**config.mk**
```make
export PLATFORM = sky130hd
export DESIGN_NAME = binary_tree_address_allocator
export DESIGN_NICKNAME = d
export VERILOG_FILES = /design/src/rtl/btaa_pkg.sv /design/src/rtl/btaa_node_ram.sv /design/src/rtl/btaa_seq.sv /design/src/rtl/binary_tree_address_allocator.sv
export SDC_FILE = /design/constraint.sdc
export NUM_CORES = 1
export LEC_CHECK = 0
export ABC_AREA = 0
export CAP_MARGIN = 10
export CORE_ASPECT_RATIO = 0.5
export CORE_UTILIZATION = 35
export CTS_CLUSTER_DIAMETER = 80
export DETAILED_ROUTE_END_ITERATION = 10
export DONT_BUFFER_PORTS = 1
export PLACE_DENSITY_LB_ADDON = 0.1
export SLEW_MARGIN = 20
export SYNTH_ARGS = -nofsm -noshare
export SYNTH_HDL_FRONTEND = slang
export SYNTH_HIERARCHICAL = 1
export SYNTH_SLANG_ARGS = --single-unit
```
**constraint.sdc**
```tcl
create_clock -name clk_i -period 13.5 [get_ports clk_i]
set_input_delay 2.025 -clock clk_i [delete_from_list [all_inputs] [get_ports clk_i]]
set_output_delay 2.025 -clock clk_i [all_outputs]
set_load 0.02 [all_outputs]
```
**src/rtl/btaa_pkg.sv**
```systemverilog
// ----------------------------------------------------------------------------
// btaa_pkg
// Shared types and constants of the binary tree address allocator.
// ----------------------------------------------------------------------------
package btaa_pkg;

  localparam int MaxHostBitsDef = 8;
  localparam int CfgW           = 4;
  localparam int AddrFieldW     = 8;
  localparam int CountW         = 9;
  localparam int StatusW        = 3;

  localparam logic [CfgW-1:0] HostBitsRst = 4'd8;

  localparam logic CmdAlloc = 1'b0;
  localparam logic CmdFree  = 1'b1;

  typedef enum logic [StatusW-1:0] {
    STAT_GOT_REQ     = 3'd0,
    STAT_GOT_OTHER   = 3'd1,
    STAT_OCCUPIED    = 3'd2,
    STAT_POOL_FULL   = 3'd3,
    STAT_FREED       = 3'd4,
    STAT_NOT_FOUND   = 3'd5,
    STAT_DOUBLE_FREE = 3'd6
  } status_e;

  // One memory word per internal node: exists and full bits of both children
  typedef struct packed {
    logic ex_r;
    logic full_r;
    logic ex_l;
    logic full_l;
  } entry_t;

  typedef struct packed {
    status_e               status;
    logic [AddrFieldW-1:0] granted_address;
    logic                  pool_full;
    logic [CountW-1:0]     allocated_count;
  } result_t;

  function automatic logic node_full(entry_t e);
    node_full = e.ex_l & e.full_l & e.ex_r & e.full_r;
  endfunction

endpackage

```
**src/rtl/btaa_node_ram.sv**
```systemverilog
// ----------------------------------------------------------------------------
// btaa_node_ram
// Node memory: one word per internal node, one write and one registered read.
// ----------------------------------------------------------------------------
module btaa_node_ram #(
  parameter int AW = btaa_pkg::MaxHostBitsDef
) (
  input  logic              clk_i,
  input  logic              rd_en_i,
  input  logic [AW-1:0]     rd_addr_i,
  output btaa_pkg::entry_t  rd_data_o,
  input  logic              wr_en_i,
  input  logic [AW-1:0]     wr_addr_i,
  input  btaa_pkg::entry_t  wr_data_i
);

  btaa_pkg::entry_t mem [2**AW];
  btaa_pkg::entry_t rd_data_q;

  always_ff @(posedge clk_i) begin
    if (wr_en_i) begin
      mem[wr_addr_i] <= wr_data_i;
    end
    if (rd_en_i) begin
      rd_data_q <= mem[rd_addr_i];
    end
  end

  assign rd_data_o = rd_data_q;

endmodule

```
**src/rtl/btaa_seq.sv**
```systemverilog
// ----------------------------------------------------------------------------
// btaa_seq
// Sequencer: clearing sweep, walk down the tree, full-bit update walk back up.
// ----------------------------------------------------------------------------
module btaa_seq #(
  parameter int MAX_HOST_BITS = btaa_pkg::MaxHostBitsDef
) (
  input  logic                                clk_i,
  input  logic                                rst_ni,
  input  logic [btaa_pkg::CfgW-1:0]           host_bits_i,
  input  logic                                cfg_we_i,
  input  logic                                in_valid_i,
  output logic                                in_ready_o,
  input  logic                                in_cmd_i,
  input  logic [btaa_pkg::AddrFieldW-1:0]     in_addr_i,
  output logic                                res_valid_o,
  input  logic                                res_ready_i,
  output btaa_pkg::result_t                   res_o,
  output logic                                rd_en_o,
  output logic [MAX_HOST_BITS-1:0]            rd_addr_o,
  input  btaa_pkg::entry_t                    rd_data_i,
  output logic                                wr_en_o,
  output logic [MAX_HOST_BITS-1:0]            wr_addr_o,
  output btaa_pkg::entry_t                    wr_data_o
);

  localparam int AW = MAX_HOST_BITS;
  localparam int LW = $clog2(MAX_HOST_BITS + 1);
  localparam int FW = btaa_pkg::AddrFieldW;

  localparam logic [2:0] ST_CLEAR = 3'd0;
  localparam logic [2:0] ST_IDLE  = 3'd1;
  localparam logic [2:0] ST_DOWN  = 3'd2;
  localparam logic [2:0] ST_UP    = 3'd3;
  localparam logic [2:0] ST_DONE  = 3'd4;

  logic [2:0]                   state_q, state_d;
  logic [AW-1:0]                clr_q, clr_d;
  logic [AW-1:0]                node_q, node_d;
  logic [LW-1:0]                lvl_q, lvl_d;
  logic [AW-1:0]                addr_q, addr_d;
  logic                         cmd_q, cmd_d;
  logic                         any_q, any_d;
  btaa_pkg::status_e            status_q, status_d;
  logic                         sub_full_q, sub_full_d;
  logic                         side_q, side_d;
  logic                         root_full_q, root_full_d;
  logic [btaa_pkg::CountW-1:0]  used_q, used_d;

  logic [LW-1:0]  hb;
  logic [AW:0]    mask_w;
  logic [AW+FW-1:0] addr_wide;
  logic [AW-1:0]  in_masked;
  logic [AW-1:0]  addr_sh;
  logic [AW-1:0]  bit_at;
  logic [AW-1:0]  node_shl;
  logic [AW-1:0]  child;
  logic [AW-1:0]  parent;
  logic           b;
  logic           ch_ex;
  logic           ch_full;
  logic           leaf;
  btaa_pkg::entry_t down_e;
  btaa_pkg::entry_t up_e;
  logic [AW+FW-1:0] grant_wide;

  always_comb begin
    if (host_bits_i == '0) begin
      hb = LW'(1);
    end else if (32'(host_bits_i) > MAX_HOST_BITS) begin
      hb = LW'(MAX_HOST_BITS);
    end else begin
      hb = LW'(host_bits_i);
    end
  end

  assign mask_w    = ((AW + 1)'(1) << hb) - (AW + 1)'(1);
  assign addr_wide = {{AW{1'b0}}, in_addr_i};
  assign in_masked = addr_wide[AW-1:0] & mask_w[AW-1:0];

  assign addr_sh  = addr_q >> (lvl_q - LW'(1));
  assign bit_at   = AW'(1) << (lvl_q - LW'(1));
  assign node_shl = node_q << 1;
  assign parent   = node_q >> 1;
  assign leaf     = (lvl_q == LW'(1));

  assign b       = any_q ? rd_data_i.full_l : addr_sh[0];
  assign ch_ex   = b ? rd_data_i.ex_r : rd_data_i.ex_l;
  assign ch_full = b ? rd_data_i.full_r : rd_data_i.full_l;
  assign child   = node_shl | AW'(b);

  always_comb begin
    down_e = rd_data_i;
    if (cmd_q == btaa_pkg::CmdAlloc) begin
      if (b || any_q) begin
        down_e.ex_l = down_e.ex_l | ~b | any_q;
      end
      if (b) begin
        down_e.ex_r = 1'b1;
      end else begin
        down_e.ex_l = 1'b1;
      end
      if (leaf && !ch_full) begin
        if (b) begin
          down_e.full_r = 1'b1;
        end else begin
          down_e.full_l = 1'b1;
        end
      end
    end else if (leaf) begin
      if (b) begin
        down_e.full_r = 1'b0;
      end else begin
        down_e.full_l = 1'b0;
      end
    end
  end

  always_comb begin
    up_e = rd_data_i;
    if (side_q) begin
      up_e.full_r = sub_full_q;
    end else begin
      up_e.full_l = sub_full_q;
    end
  end

  always_comb begin
    state_d     = state_q;
    clr_d       = clr_q;
    node_d      = node_q;
    lvl_d       = lvl_q;
    addr_d      = addr_q;
    cmd_d       = cmd_q;
    any_d       = any_q;
    status_d    = status_q;
    sub_full_d  = sub_full_q;
    side_d      = side_q;
    root_full_d = root_full_q;
    used_d      = used_q;
    rd_en_o     = 1'b0;
    rd_addr_o   = node_q;
    wr_en_o     = 1'b0;
    wr_addr_o   = node_q;
    wr_data_o   = down_e;
    in_ready_o  = 1'b0;
    res_valid_o = 1'b0;

    case (state_q)
      ST_CLEAR: begin
        wr_en_o   = 1'b1;
        wr_addr_o = clr_q;
        wr_data_o = '0;
        clr_d     = clr_q + AW'(1);
        if (clr_q == '1) begin
          state_d = ST_IDLE;
        end
      end
      ST_IDLE: begin
        in_ready_o = 1'b1;
        if (in_valid_i) begin
          cmd_d  = in_cmd_i;
          addr_d = in_masked;
          any_d  = (in_cmd_i == btaa_pkg::CmdAlloc) && (in_masked == '0);
          lvl_d  = hb;
          node_d = AW'(1);
          if ((in_cmd_i == btaa_pkg::CmdAlloc) && (in_masked == '0) && root_full_q) begin
            status_d = btaa_pkg::STAT_POOL_FULL;
            state_d  = ST_DONE;
          end else begin
            rd_en_o   = 1'b1;
            rd_addr_o = AW'(1);
            state_d   = ST_DOWN;
          end
        end
      end
      ST_DOWN: begin
        if (cmd_q == btaa_pkg::CmdFree) begin
          if (!ch_ex) begin
            status_d = btaa_pkg::STAT_NOT_FOUND;
            state_d  = ST_DONE;
          end else if (leaf) begin
            if (ch_full) begin
              wr_en_o  = 1'b1;
              status_d = btaa_pkg::STAT_FREED;
              if (used_q != '0) begin
                used_d = used_q - btaa_pkg::CountW'(1);
              end
            end else begin
              status_d = btaa_pkg::STAT_DOUBLE_FREE;
              state_d  = ST_DONE;
            end
          end else begin
            rd_en_o   = 1'b1;
            rd_addr_o = child;
            node_d    = child;
            lvl_d     = lvl_q - LW'(1);
          end
        end else begin
          wr_en_o = 1'b1;
          if (b) begin
            addr_d = addr_q | bit_at;
          end
          if (leaf) begin
            if (ch_full) begin
              status_d = btaa_pkg::STAT_OCCUPIED;
              state_d  = ST_DONE;
            end else begin
              status_d = any_q ? btaa_pkg::STAT_GOT_OTHER : btaa_pkg::STAT_GOT_REQ;
              if (used_q != '1) begin
                used_d = used_q + btaa_pkg::CountW'(1);
              end
            end
          end else begin
            rd_en_o   = 1'b1;
            rd_addr_o = child;
            node_d    = child;
            lvl_d     = lvl_q - LW'(1);
          end
        end
        // Leaf changed: start the walk back up
        if (leaf && (ch_full == (cmd_q == btaa_pkg::CmdFree))) begin
          sub_full_d = btaa_pkg::node_full(down_e);
          if (node_q == AW'(1)) begin
            root_full_d = btaa_pkg::node_full(down_e);
            state_d     = ST_DONE;
          end else begin
            rd_en_o   = 1'b1;
            rd_addr_o = parent;
            side_d    = node_q[0];
            node_d    = parent;
            state_d   = ST_UP;
          end
        end
      end
      ST_UP: begin
        wr_en_o    = 1'b1;
        wr_data_o  = up_e;
        sub_full_d = btaa_pkg::node_full(up_e);
        if (node_q == AW'(1)) begin
          root_full_d = btaa_pkg::node_full(up_e);
          state_d     = ST_DONE;
        end else begin
          rd_en_o   = 1'b1;
          rd_addr_o = parent;
          side_d    = node_q[0];
          node_d    = parent;
        end
      end
      ST_DONE: begin
        res_valid_o = 1'b1;
        if (res_ready_i) begin
          state_d = ST_IDLE;
        end
      end
      default: begin
        state_d = ST_IDLE;
      end
    endcase

    if (cfg_we_i) begin
      state_d     = ST_CLEAR;
      clr_d       = '0;
      used_d      = '0;
      root_full_d = 1'b0;
    end
  end

  always_ff @(posedge clk_i or negedge rst_ni) begin
    if (!rst_ni) begin
      state_q     <= ST_CLEAR;
      clr_q       <= '0;
      used_q      <= '0;
      root_full_q <= 1'b0;
    end else begin
      state_q     <= state_d;
      clr_q       <= clr_d;
      used_q      <= used_d;
      root_full_q <= root_full_d;
    end
  end

  always_ff @(posedge clk_i) begin
    node_q     <= node_d;
    lvl_q      <= lvl_d;
    addr_q     <= addr_d;
    cmd_q      <= cmd_d;
    any_q      <= any_d;
    status_q   <= status_d;
    sub_full_q <= sub_full_d;
    side_q     <= side_d;
  end

  assign grant_wide = {{FW{1'b0}}, addr_q};

  always_comb begin
    res_o.status          = status_q;
    res_o.granted_address = '0;
    if ((status_q == btaa_pkg::STAT_GOT_REQ) || (status_q == btaa_pkg::STAT_GOT_OTHER)) begin
      res_o.granted_address = grant_wide[FW-1:0];
    end
    res_o.pool_full       = root_full_q;
    res_o.allocated_count = used_q;
  end

endmodule

```
**src/rtl/binary_tree_address_allocator.sv**
```systemverilog
// ----------------------------------------------------------------------------
// binary_tree_address_allocator
// Host address allocator over a binary tree of subtree-full bits.
// ----------------------------------------------------------------------------
// Requests arrive on the s_axis channel: tuser is the command (allocate or
// free), tdata the address; an allocate of address 0 takes the lowest free
// address. Each request gives one transfer on m_axis: tuser the status,
// tdata the granted address, the pool-full flag and the allocated count.
// The host_bits register (cfg_we_i, cfg_wdata_i) sets the pool size and
// empties the pool.
// A request walks from the root down to its leaf and, when the leaf
// changes, back up to the root; the walk stops early when no leaf changes.
// The next request is taken only once the result has been handed on.
// The node memory is read once per tree level on the way down and on the
// way up, one item at a time. The output register holds a result while the
// receiver stalls; the next request is taken meanwhile and waits in the
// sequencer.
// After reset and after every host_bits write a clearing pass that writes
// all 2^MAX_HOST_BITS node words (256 by default) empties the node memory;
// s_axis_tready stays low during it.
// ----------------------------------------------------------------------------
module binary_tree_address_allocator #(
  parameter int MAX_HOST_BITS = btaa_pkg::MaxHostBitsDef
) (
  input  logic                      clk_i,
  input  logic                      rst_ni,
  input  logic                      cfg_we_i,
  input  logic [btaa_pkg::CfgW-1:0] cfg_wdata_i,
  input  logic                      s_axis_tvalid,
  output logic                      s_axis_tready,
  input  logic [7:0]                s_axis_tdata,   // [7:0] address
  input  logic [0:0]                s_axis_tuser,   // [0] cmd
  output logic                      m_axis_tvalid,
  input  logic                      m_axis_tready,
  output logic [23:0]               m_axis_tdata,   // [7:0] granted_address,
                                                    // [8] pool_full,
                                                    // [17:9] allocated_count
  output logic [2:0]                m_axis_tuser    // [2:0] status
);

  localparam int AW = MAX_HOST_BITS;

  logic [btaa_pkg::CfgW-1:0] host_bits_q;
  logic                      out_valid_q;
  btaa_pkg::result_t         out_q;
  btaa_pkg::result_t         res;
  logic                      res_valid;
  logic                      res_ready;
  logic                      rd_en;
  logic [AW-1:0]             rd_addr;
  btaa_pkg::entry_t          rd_data;
  logic                      wr_en;
  logic [AW-1:0]             wr_addr;
  btaa_pkg::entry_t          wr_data;

  always_ff @(posedge clk_i or negedge rst_ni) begin
    if (!rst_ni) begin
      host_bits_q <= btaa_pkg::HostBitsRst;
    end else if (cfg_we_i) begin
      host_bits_q <= cfg_wdata_i;
    end
  end

  btaa_seq #(
    .MAX_HOST_BITS(MAX_HOST_BITS)
  ) u_seq (
    .clk_i       (clk_i),
    .rst_ni      (rst_ni),
    .host_bits_i (host_bits_q),
    .cfg_we_i    (cfg_we_i),
    .in_valid_i  (s_axis_tvalid),
    .in_ready_o  (s_axis_tready),
    .in_cmd_i    (s_axis_tuser[0]),
    .in_addr_i   (s_axis_tdata),
    .res_valid_o (res_valid),
    .res_ready_i (res_ready),
    .res_o       (res),
    .rd_en_o     (rd_en),
    .rd_addr_o   (rd_addr),
    .rd_data_i   (rd_data),
    .wr_en_o     (wr_en),
    .wr_addr_o   (wr_addr),
    .wr_data_o   (wr_data)
  );

  btaa_node_ram #(
    .AW(AW)
  ) u_ram (
    .clk_i     (clk_i),
    .rd_en_i   (rd_en),
    .rd_addr_i (rd_addr),
    .rd_data_o (rd_data),
    .wr_en_i   (wr_en),
    .wr_addr_i (wr_addr),
    .wr_data_i (wr_data)
  );

  assign res_ready = !out_valid_q || m_axis_tready;

  always_ff @(posedge clk_i or negedge rst_ni) begin
    if (!rst_ni) begin
      out_valid_q <= 1'b0;
    end else if (res_ready) begin
      out_valid_q <= res_valid;
    end
  end

  always_ff @(posedge clk_i) begin
    if (res_ready && res_valid) begin
      out_q <= res;
    end
  end

  assign m_axis_tvalid = out_valid_q;
  assign m_axis_tuser  = out_q.status;
  assign m_axis_tdata  = {6'd0, out_q.allocated_count, out_q.pool_full,
                          out_q.granted_address};

endmodule

```
# After elaboration in Yosys (flattened, before gate mapping)
# Memories as Yosys holds them, arrays and structs flattened. A register that Yosys moved wholly into a read port is not among the register bits.
# Cells that the tools add are included.
op_classes:
  add_sub_neg: 5
  order_cmp: 1
  eq_ne: 33
  shift: 3
  mux: 109
  n_bitwise: 13
  n_reduce_logical: 33
ops:
  columns: ["operator", "count"]
  rows:
  - ["8-bit two-way mux", 15]
  - ["9-bit two-way mux", 10]
  - ["3-bit two-way mux", 21]
  - ["8-bit one-hot mux with 3 select lines", 2]
  - ["1-bit two-way mux", 44]
  - ["4-bit two-way mux", 6]
  - ["3-bit inequality test (second input constant)", 8]
  - ["4-bit one-hot mux with 2 select lines", 2]
  - ["8-bit one-hot mux with 2 select lines", 1]
  - ["8-bit AND reduction", 2]
  - ["1-bit by 4-bit << shifter with 8-bit output (first input constant)", 2]
  - ["3-bit by 2-bit inequality test with 1-bit output (second input constant)", 5]
  - ["3-bit one-hot mux with 5 select lines", 1]
  - ["3-bit nonzero test", 4]
  - ["5-bit by 2-bit inequality test with 1-bit output (second input constant)", 2]
  - ["9-bit by 1-bit adder with 9-bit output (second input constant)", 1]
  - ["9-bit inequality test (second input constant)", 1]
  - ["9-bit nonzero test", 1]
  - ["9-bit by 1-bit subtractor with 9-bit output (second input constant)", 1]
  - ["8-bit by 1-bit adder with 8-bit output (second input constant)", 1]
  - ["8-bit bitwise AND", 1]
  - ["8-bit by 1-bit equality test with 1-bit output (second input constant)", 1]
  - ["8-bit equality test (second input constant)", 1]
  - ["8-bit zero test", 1]
  - ["34 further kinds", 63]
totals:
  ff_bits: 74
  ram_bits: 1024
  inputBits: 18
  output_inout_bits: 29
  word_cells: 216
  mem_count: 1
memory_table:
  columns: ["name", "words", "width", "rd", "rd_ports_with_merged_regs", "write_ports", "line_no", "source"]
  rows:
  - ["u_ram.mem", 256, 4, 1, 1, 1, "btaa_node_ram.sv:17", "btaa_pkg::entry_t mem [2**AW];"]

# Logic depth before layout (Yosys ltp)
logic_depth:
  depth_word: 16
  ltp_mapped: 20
  depth_no_buf: 15

# By module
# The synthesis kept the hierarchy.
modules_own_cells:
  columns: ["mod", "instances", "cells_each", "area_each_um2", "seq_area_each_um2"]
  rows:
  - ["btaa_node_ram", 1, 2051, 40715.3, 30869.6]
  - ["btaa_seq", 1, 445, 3856.2, 1336.3]
  - ["binary_tree_address_allocator", 1, 40, 869.6, 757.0]

# Least setup slack after synthesis
# No wires, ideal clock.
synth_path:
  path_type: "register to register"
  from: "register u_seq.lvl_q[0]"
  to: "memory u_ram/mem[0][0] (netlist bit), data pin"
  setup_time_ns: 1.587
  t_arrival_ns: 8.577
  required_ns: 11.913
  setup_slack_ns: 3.336
  stages_incl_launch_ff: 9
  path_buffers: 0
  period_less_slack_ns: 10.164
  cell_sequence: "edfxtp_1 -> inv_1 -> ha_1 -> mux4_1 -> mux2_4 -> a21boi_4 -> nand2_1 -> mux2i_1 -> o22ai_1"
synth_lines:
  columns: ["item", "line_no", "source"]
  rows:
  - ["start, declared", "btaa_seq.sv:40", "logic [LW-1:0] lvl_q, lvl_d;"]
  - ["start signal, assigned", "btaa_seq.sv:285", "lvl_q <= lvl_d;"]
  - ["end, declared", "btaa_node_ram.sv:17", null]

# Worst setup path after layout
layout_path:
  from: "register u_seq.lvl_q[0]"
  to: "register, netlist name u_ram/rd_data_o[1]"
layout_between:
  elab_chain_cells: 10
  word_cells_on_any_way: 21
  cone_classes: "add/sub: 1; eq/ne: 2; shift: 1; mux: 15; bitwise: 1; reduce/logical: 1"
layout_lines:
  columns: ["item", "line_no", "source"]
  rows:
  - ["4-bit by 1-bit subtractor with 4-bit output", "btaa_seq.sv:81", "assign addr_sh = addr_q >> (lvl_q - LW'(1));"]
  - ["8-bit by 4-bit >> shifter with 1-bit output", "btaa_seq.sv:81", null]
  - ["1-bit two-way mux", "btaa_seq.sv:87", "assign b = any_q ? rd_data_i.full_l : addr_sh[0];"]
  - ["8-bit by 1-bit bitwise OR with 8-bit output", "btaa_seq.sv:90", "assign child = node_shl | AW'(b);"]
  - ["8-bit two-way mux", "btaa_seq.sv:182, btaa_seq.sv:204", null]
  - ["8-bit two-way mux", "btaa_seq.sv:179", "if (!ch_ex) begin"]
  - ["8-bit two-way mux", "btaa_seq.sv:178", "if (cmd_q == btaa_pkg::CmdFree) begin"]
  - ["8-bit two-way mux", "btaa_seq.sv:224", "if (node_q == AW'(1)) begin"]
  - ["8-bit two-way mux (*)", "btaa_seq.sv:222", "if (leaf && (ch_full == (cmd_q == btaa_pkg::CmdFree))) begin"]
  - ["8-bit one-hot mux with 3 select lines (*)", "btaa_seq.sv:149", "case (state_q)"]
  - ["via rd_addr[0]", "binary_tree_address_allocator.sv:50", "logic [AW-1:0] rd_addr;"]
# Mark *: on every way through the listed nets, which the timed path passes. The rest lies on a longest branch.
# A chain may end at the register's enable or synchronous reset.

==> results.md <==
- Vias in the first global route: 24.15k
- Synth top area cells: edfxtp_1 (71%), mux4_2 (12%), nor2_1 (2.5%)
- CP Launch Type: flip-flop
- Post-synth EDFFs: 1076
- Worst-path clk slew: about 0.060 ns
- Max VDD drop: 0.00009994 V
- Post-DP HPWL: about 74 mm
- Die span in x: 511.6 um
- Setup CP Type: reg -> reg
- CP endpoint kind: flip-flop
- # resized after CTS: 0
- Commonest cells after routing, fill and taps aside: edfxtp_1 (1076), nor2_1 (302), mux4_2 (250)
- Final std cells w/o fill: 4345
- Status: complete, no violations
- Routed WL per cell: 27.85 um
- R2R Setup Slk: 5.97 ns
- Critical Path RT: 13.93 ns
- Global route hottest layer: met2
- Post-synthesis register bit count: 1102
- Commonest non-fill, non-tap cell in the layout: edfxtp_1
- Slew @ Worst Pin: 1.173 ns
- Power Dens Cells: around 140 nW/um^2
- Met3 Usage GRT: 0.03957
- Synth top area share: 0.7111
- Largest net degree at the start of global routing: 199
- Vias: 23.74k
- Most used cell, CP: mux2_4
- Biggest area consumer among synthesized cells: edfxtp_1
- FP Rows: 93
- Vias per cell: 5.463
- CP peak stage delay: ~0.86 ns
- Total congestion overflow: 0
- Clock Tree Root: clkbuf_16
- Final period utilization: 0.5581
- Number of H-tree levels: 3
- Tmin final: 7.535 ns
- Placed cells: 4147
- Die span in y: roughly 260 um
- Syn_area_per_cell: 17.92 sq um
- IO buf count: 0
- Met1 GRT Util: 0.2706
- Total die area: 131400 sq um
- Core ar.: about 130000 sq um
- Hold Crit Class: reg -> reg
- Post-synthesis cell area: 45440 sq um
- Max-cap violations: 0
- Critical Path, Cell by Cell: inv_1 -> ha_1 -> mux4_1 -> mux2_4 -> mux2_4 -> nor3_2 -> or2b_2 -> a221o_4 -> buf_12 -> buf_4 -> mux4_2 -> mux2i_1 -> a2111oi_0 -> nor4_1 -> o211ai_1
- All-Layer GR Usage: 0.1839
- Global-route wire length before repair: approximately 170 mm
- Layout Skew: 0.04549 ns
- Later-pin clock latency in the skew report: ~0.73 ns
- CP max FO: 99
- DR iter-0 viols: approximately 2.1k
- Worst Path Arrival: 7.97 ns
- RSZ-0062 raised after global routing: no
- Routed WL: 121.0 mm
- Nets: 2579
- IO Pins: 47
- Final setup viols: 0
- Initial Utilization: 0.3531
- Hold Vio Cnt, Final: 0
- Slew headroom: 0.2180
- TritonCTS clock tree: yes
- Area Growth Syn to Fin: 12.02%
- Share of cells above drive strength 1: 0.1917
- Post-synth top flop: edfxtp_1
- Fin Setup TNS: 0 ns
- Crit-path slowest cell: buf_4
- Inserted Clock Buffers: 105
- WP buf/inv: 3
- Register area share after synthesis: 0.7254
- CTS max path bufs: 3
- DR DRC count: 0
- Yosys cell types: 82
- Lkg Pwr: 13.49 nW
- Post-Syn Instances: 2536
- Max-slew violations: 0
- Routed Antenna Nets: 0
- Met2 Usage GRT: 0.2785
- Ys async rst share: 0.02359
- GPL Wtd Cong: slightly below 0.8
- Initial antenna violation count: 5
- Setup repair bufs after CTS: 0
- # hold bufs at CTS: 0
- Fmax achieved: 132.7 MHz
- Pre-Repair DR Iteration Count: 7
- Synth warn: 6
- # clock sinks: 1102
- Worst path top cell family by delay: multiplexers
-- worst paths after layout --
check                           cells past startpoint                      endpoint                       startpoint
worst min register to register                      0     m_axis_tuser[0]$_DFFE_PP_  u_seq/status_q[0]$_SDFFCE_PN1P_
worst max register to register                     15  u_ram/rd_data_o[1]$_DFFE_PP_         u_seq/lvl_q[0]$_DFFE_PP_
min in group asynchronous                           0    u_seq/clr_q[0]$_DFFE_PN0P_                           rst_ni
max in group asynchronous                           0    host_bits_q[3]$_DFFE_PN1P_                           rst_ni
worst max-delay path                               15  u_ram/rd_data_o[1]$_DFFE_PP_         u_seq/lvl_q[0]$_DFFE_PP_
worst min-delay path                                0     m_axis_tuser[0]$_DFFE_PP_  u_seq/status_q[0]$_SDFFCE_PN1P_
-- through the flow --
stage	util	hold WS (ns)	total power [mW]	area, sq um	worst slack [ns]
after floorplan	-	0.4003	3.855	45460	3.336
after global placement	0.3671	0.4061	3.902	47240	5.916
after detailed placement	0.3671	0.4147	3.901	47250	5.837
after CTS	0.3953	0.4277	7.035	50870	5.902
after global routing	0.3955	0.4403	7.159	50910	5.379
final	0.3955	0.4245	6.951	50910	5.965
-- synth_stat cells, drive strengths merged (9+ instances only) --
master,number
a211oi,12
a21oi,44
a221oi,9
a22oi,33
a31oi,11
and2,16
buf,71
clkbuf,84
dfrtp,25
edfxtp,1076
ha,15
inv,12
mux2,13
mux2i,77
mux4,252
nand2,131
nand2b,18
nand3,52
nand3b,11
nand4,18
nor2,304
nor2b,30
nor3,17
o211ai,21
o21ai,53
o221ai,9
o22ai,13
-- where the power goes --
group          internal (mW)  switching, mW  leakage [nW]  total, mW
combinational         0.0274         0.0808          3.55      0.108
sequential              3.71        0.00601          8.16       3.72
clock                   1.81           1.31          1.78       3.13
-- logic make-up (layout without fill, tap and decap cells) --
family	count (synthesis)	after routing	share of synthesized area
adders and majority gates	16	16	0.004571
AOI/OAI and AO/OA	254	254	0.03816
and+or+nand+nor	637	637	0.06383
DFF	1102	1102	0.7254
buffers and inverters	167	260	0.01938
xor gates and xnor gates	16	16	0.003084
other	2	8	0.0001653
muxes	342	342	0.1454
-- state kept, by name (all words and copies together), names as in the netlist --
signal and cells:
u_seq/used_q 9, m_axis_tvalid 1, u_seq/node_q 8, u_seq/state_q 3
u_seq/cmd_q 1, u_seq/sub_full_q 1, m_axis_tdata 18, u_seq/root_full_q 1
u_ram/mem 1024, u_seq/any_q 1, u_ram/rd_data_o 4, u_seq/addr_q 8
u_seq/lvl_q 4, host_bits_q 4, u_seq/status_q 3, m_axis_tuser 3
u_seq/side_q 1, u_seq/clr_q 8
-- worst reg2reg max path, cell delays in order, from the launching register on --
cell and delay, ns:
edfxtp_1 0.56, inv_1 0.16, ha_1 0.36, mux4_1 0.30, mux2_4 0.36, mux2_4 0.35
nor3_2 0.28, or2b_2 0.36, a221o_4 0.83, buf_12 0.79, buf_4 0.99, mux4_2 0.69
mux2i_1 0.13, a2111oi_0 0.14, nor4_1 0.78, o211ai_1 0.18
-- metal layers --
| layer | vias to the layer above | routed length (um) |
|---|---|---|
| met3 | 151 | 7800 |
| met4 | 2 | 2304 |
| met1 | 12640 | 56160 |
| met2 | 739 | 54730 |
| met5 | - | 7 |
| li1 | 10200 | - |
-- layout make-up --
class / instances / area (sq um)
Inverter: 12 / 45.04
Antenna cell: 1 / 2.502
Multi-Input combinational cell: 1272 / 11680
Timing Repair Buffer: 52 / 451.7
Clock inverter: 73 / 853.3
Clock buffer: 123 / 2769
Tap cell: 1710 / 2140
Sequential cell: 1102 / 32960
Fill cell: 11590 / 77790
Note: power is estimated with default switching activity, not from simulation.
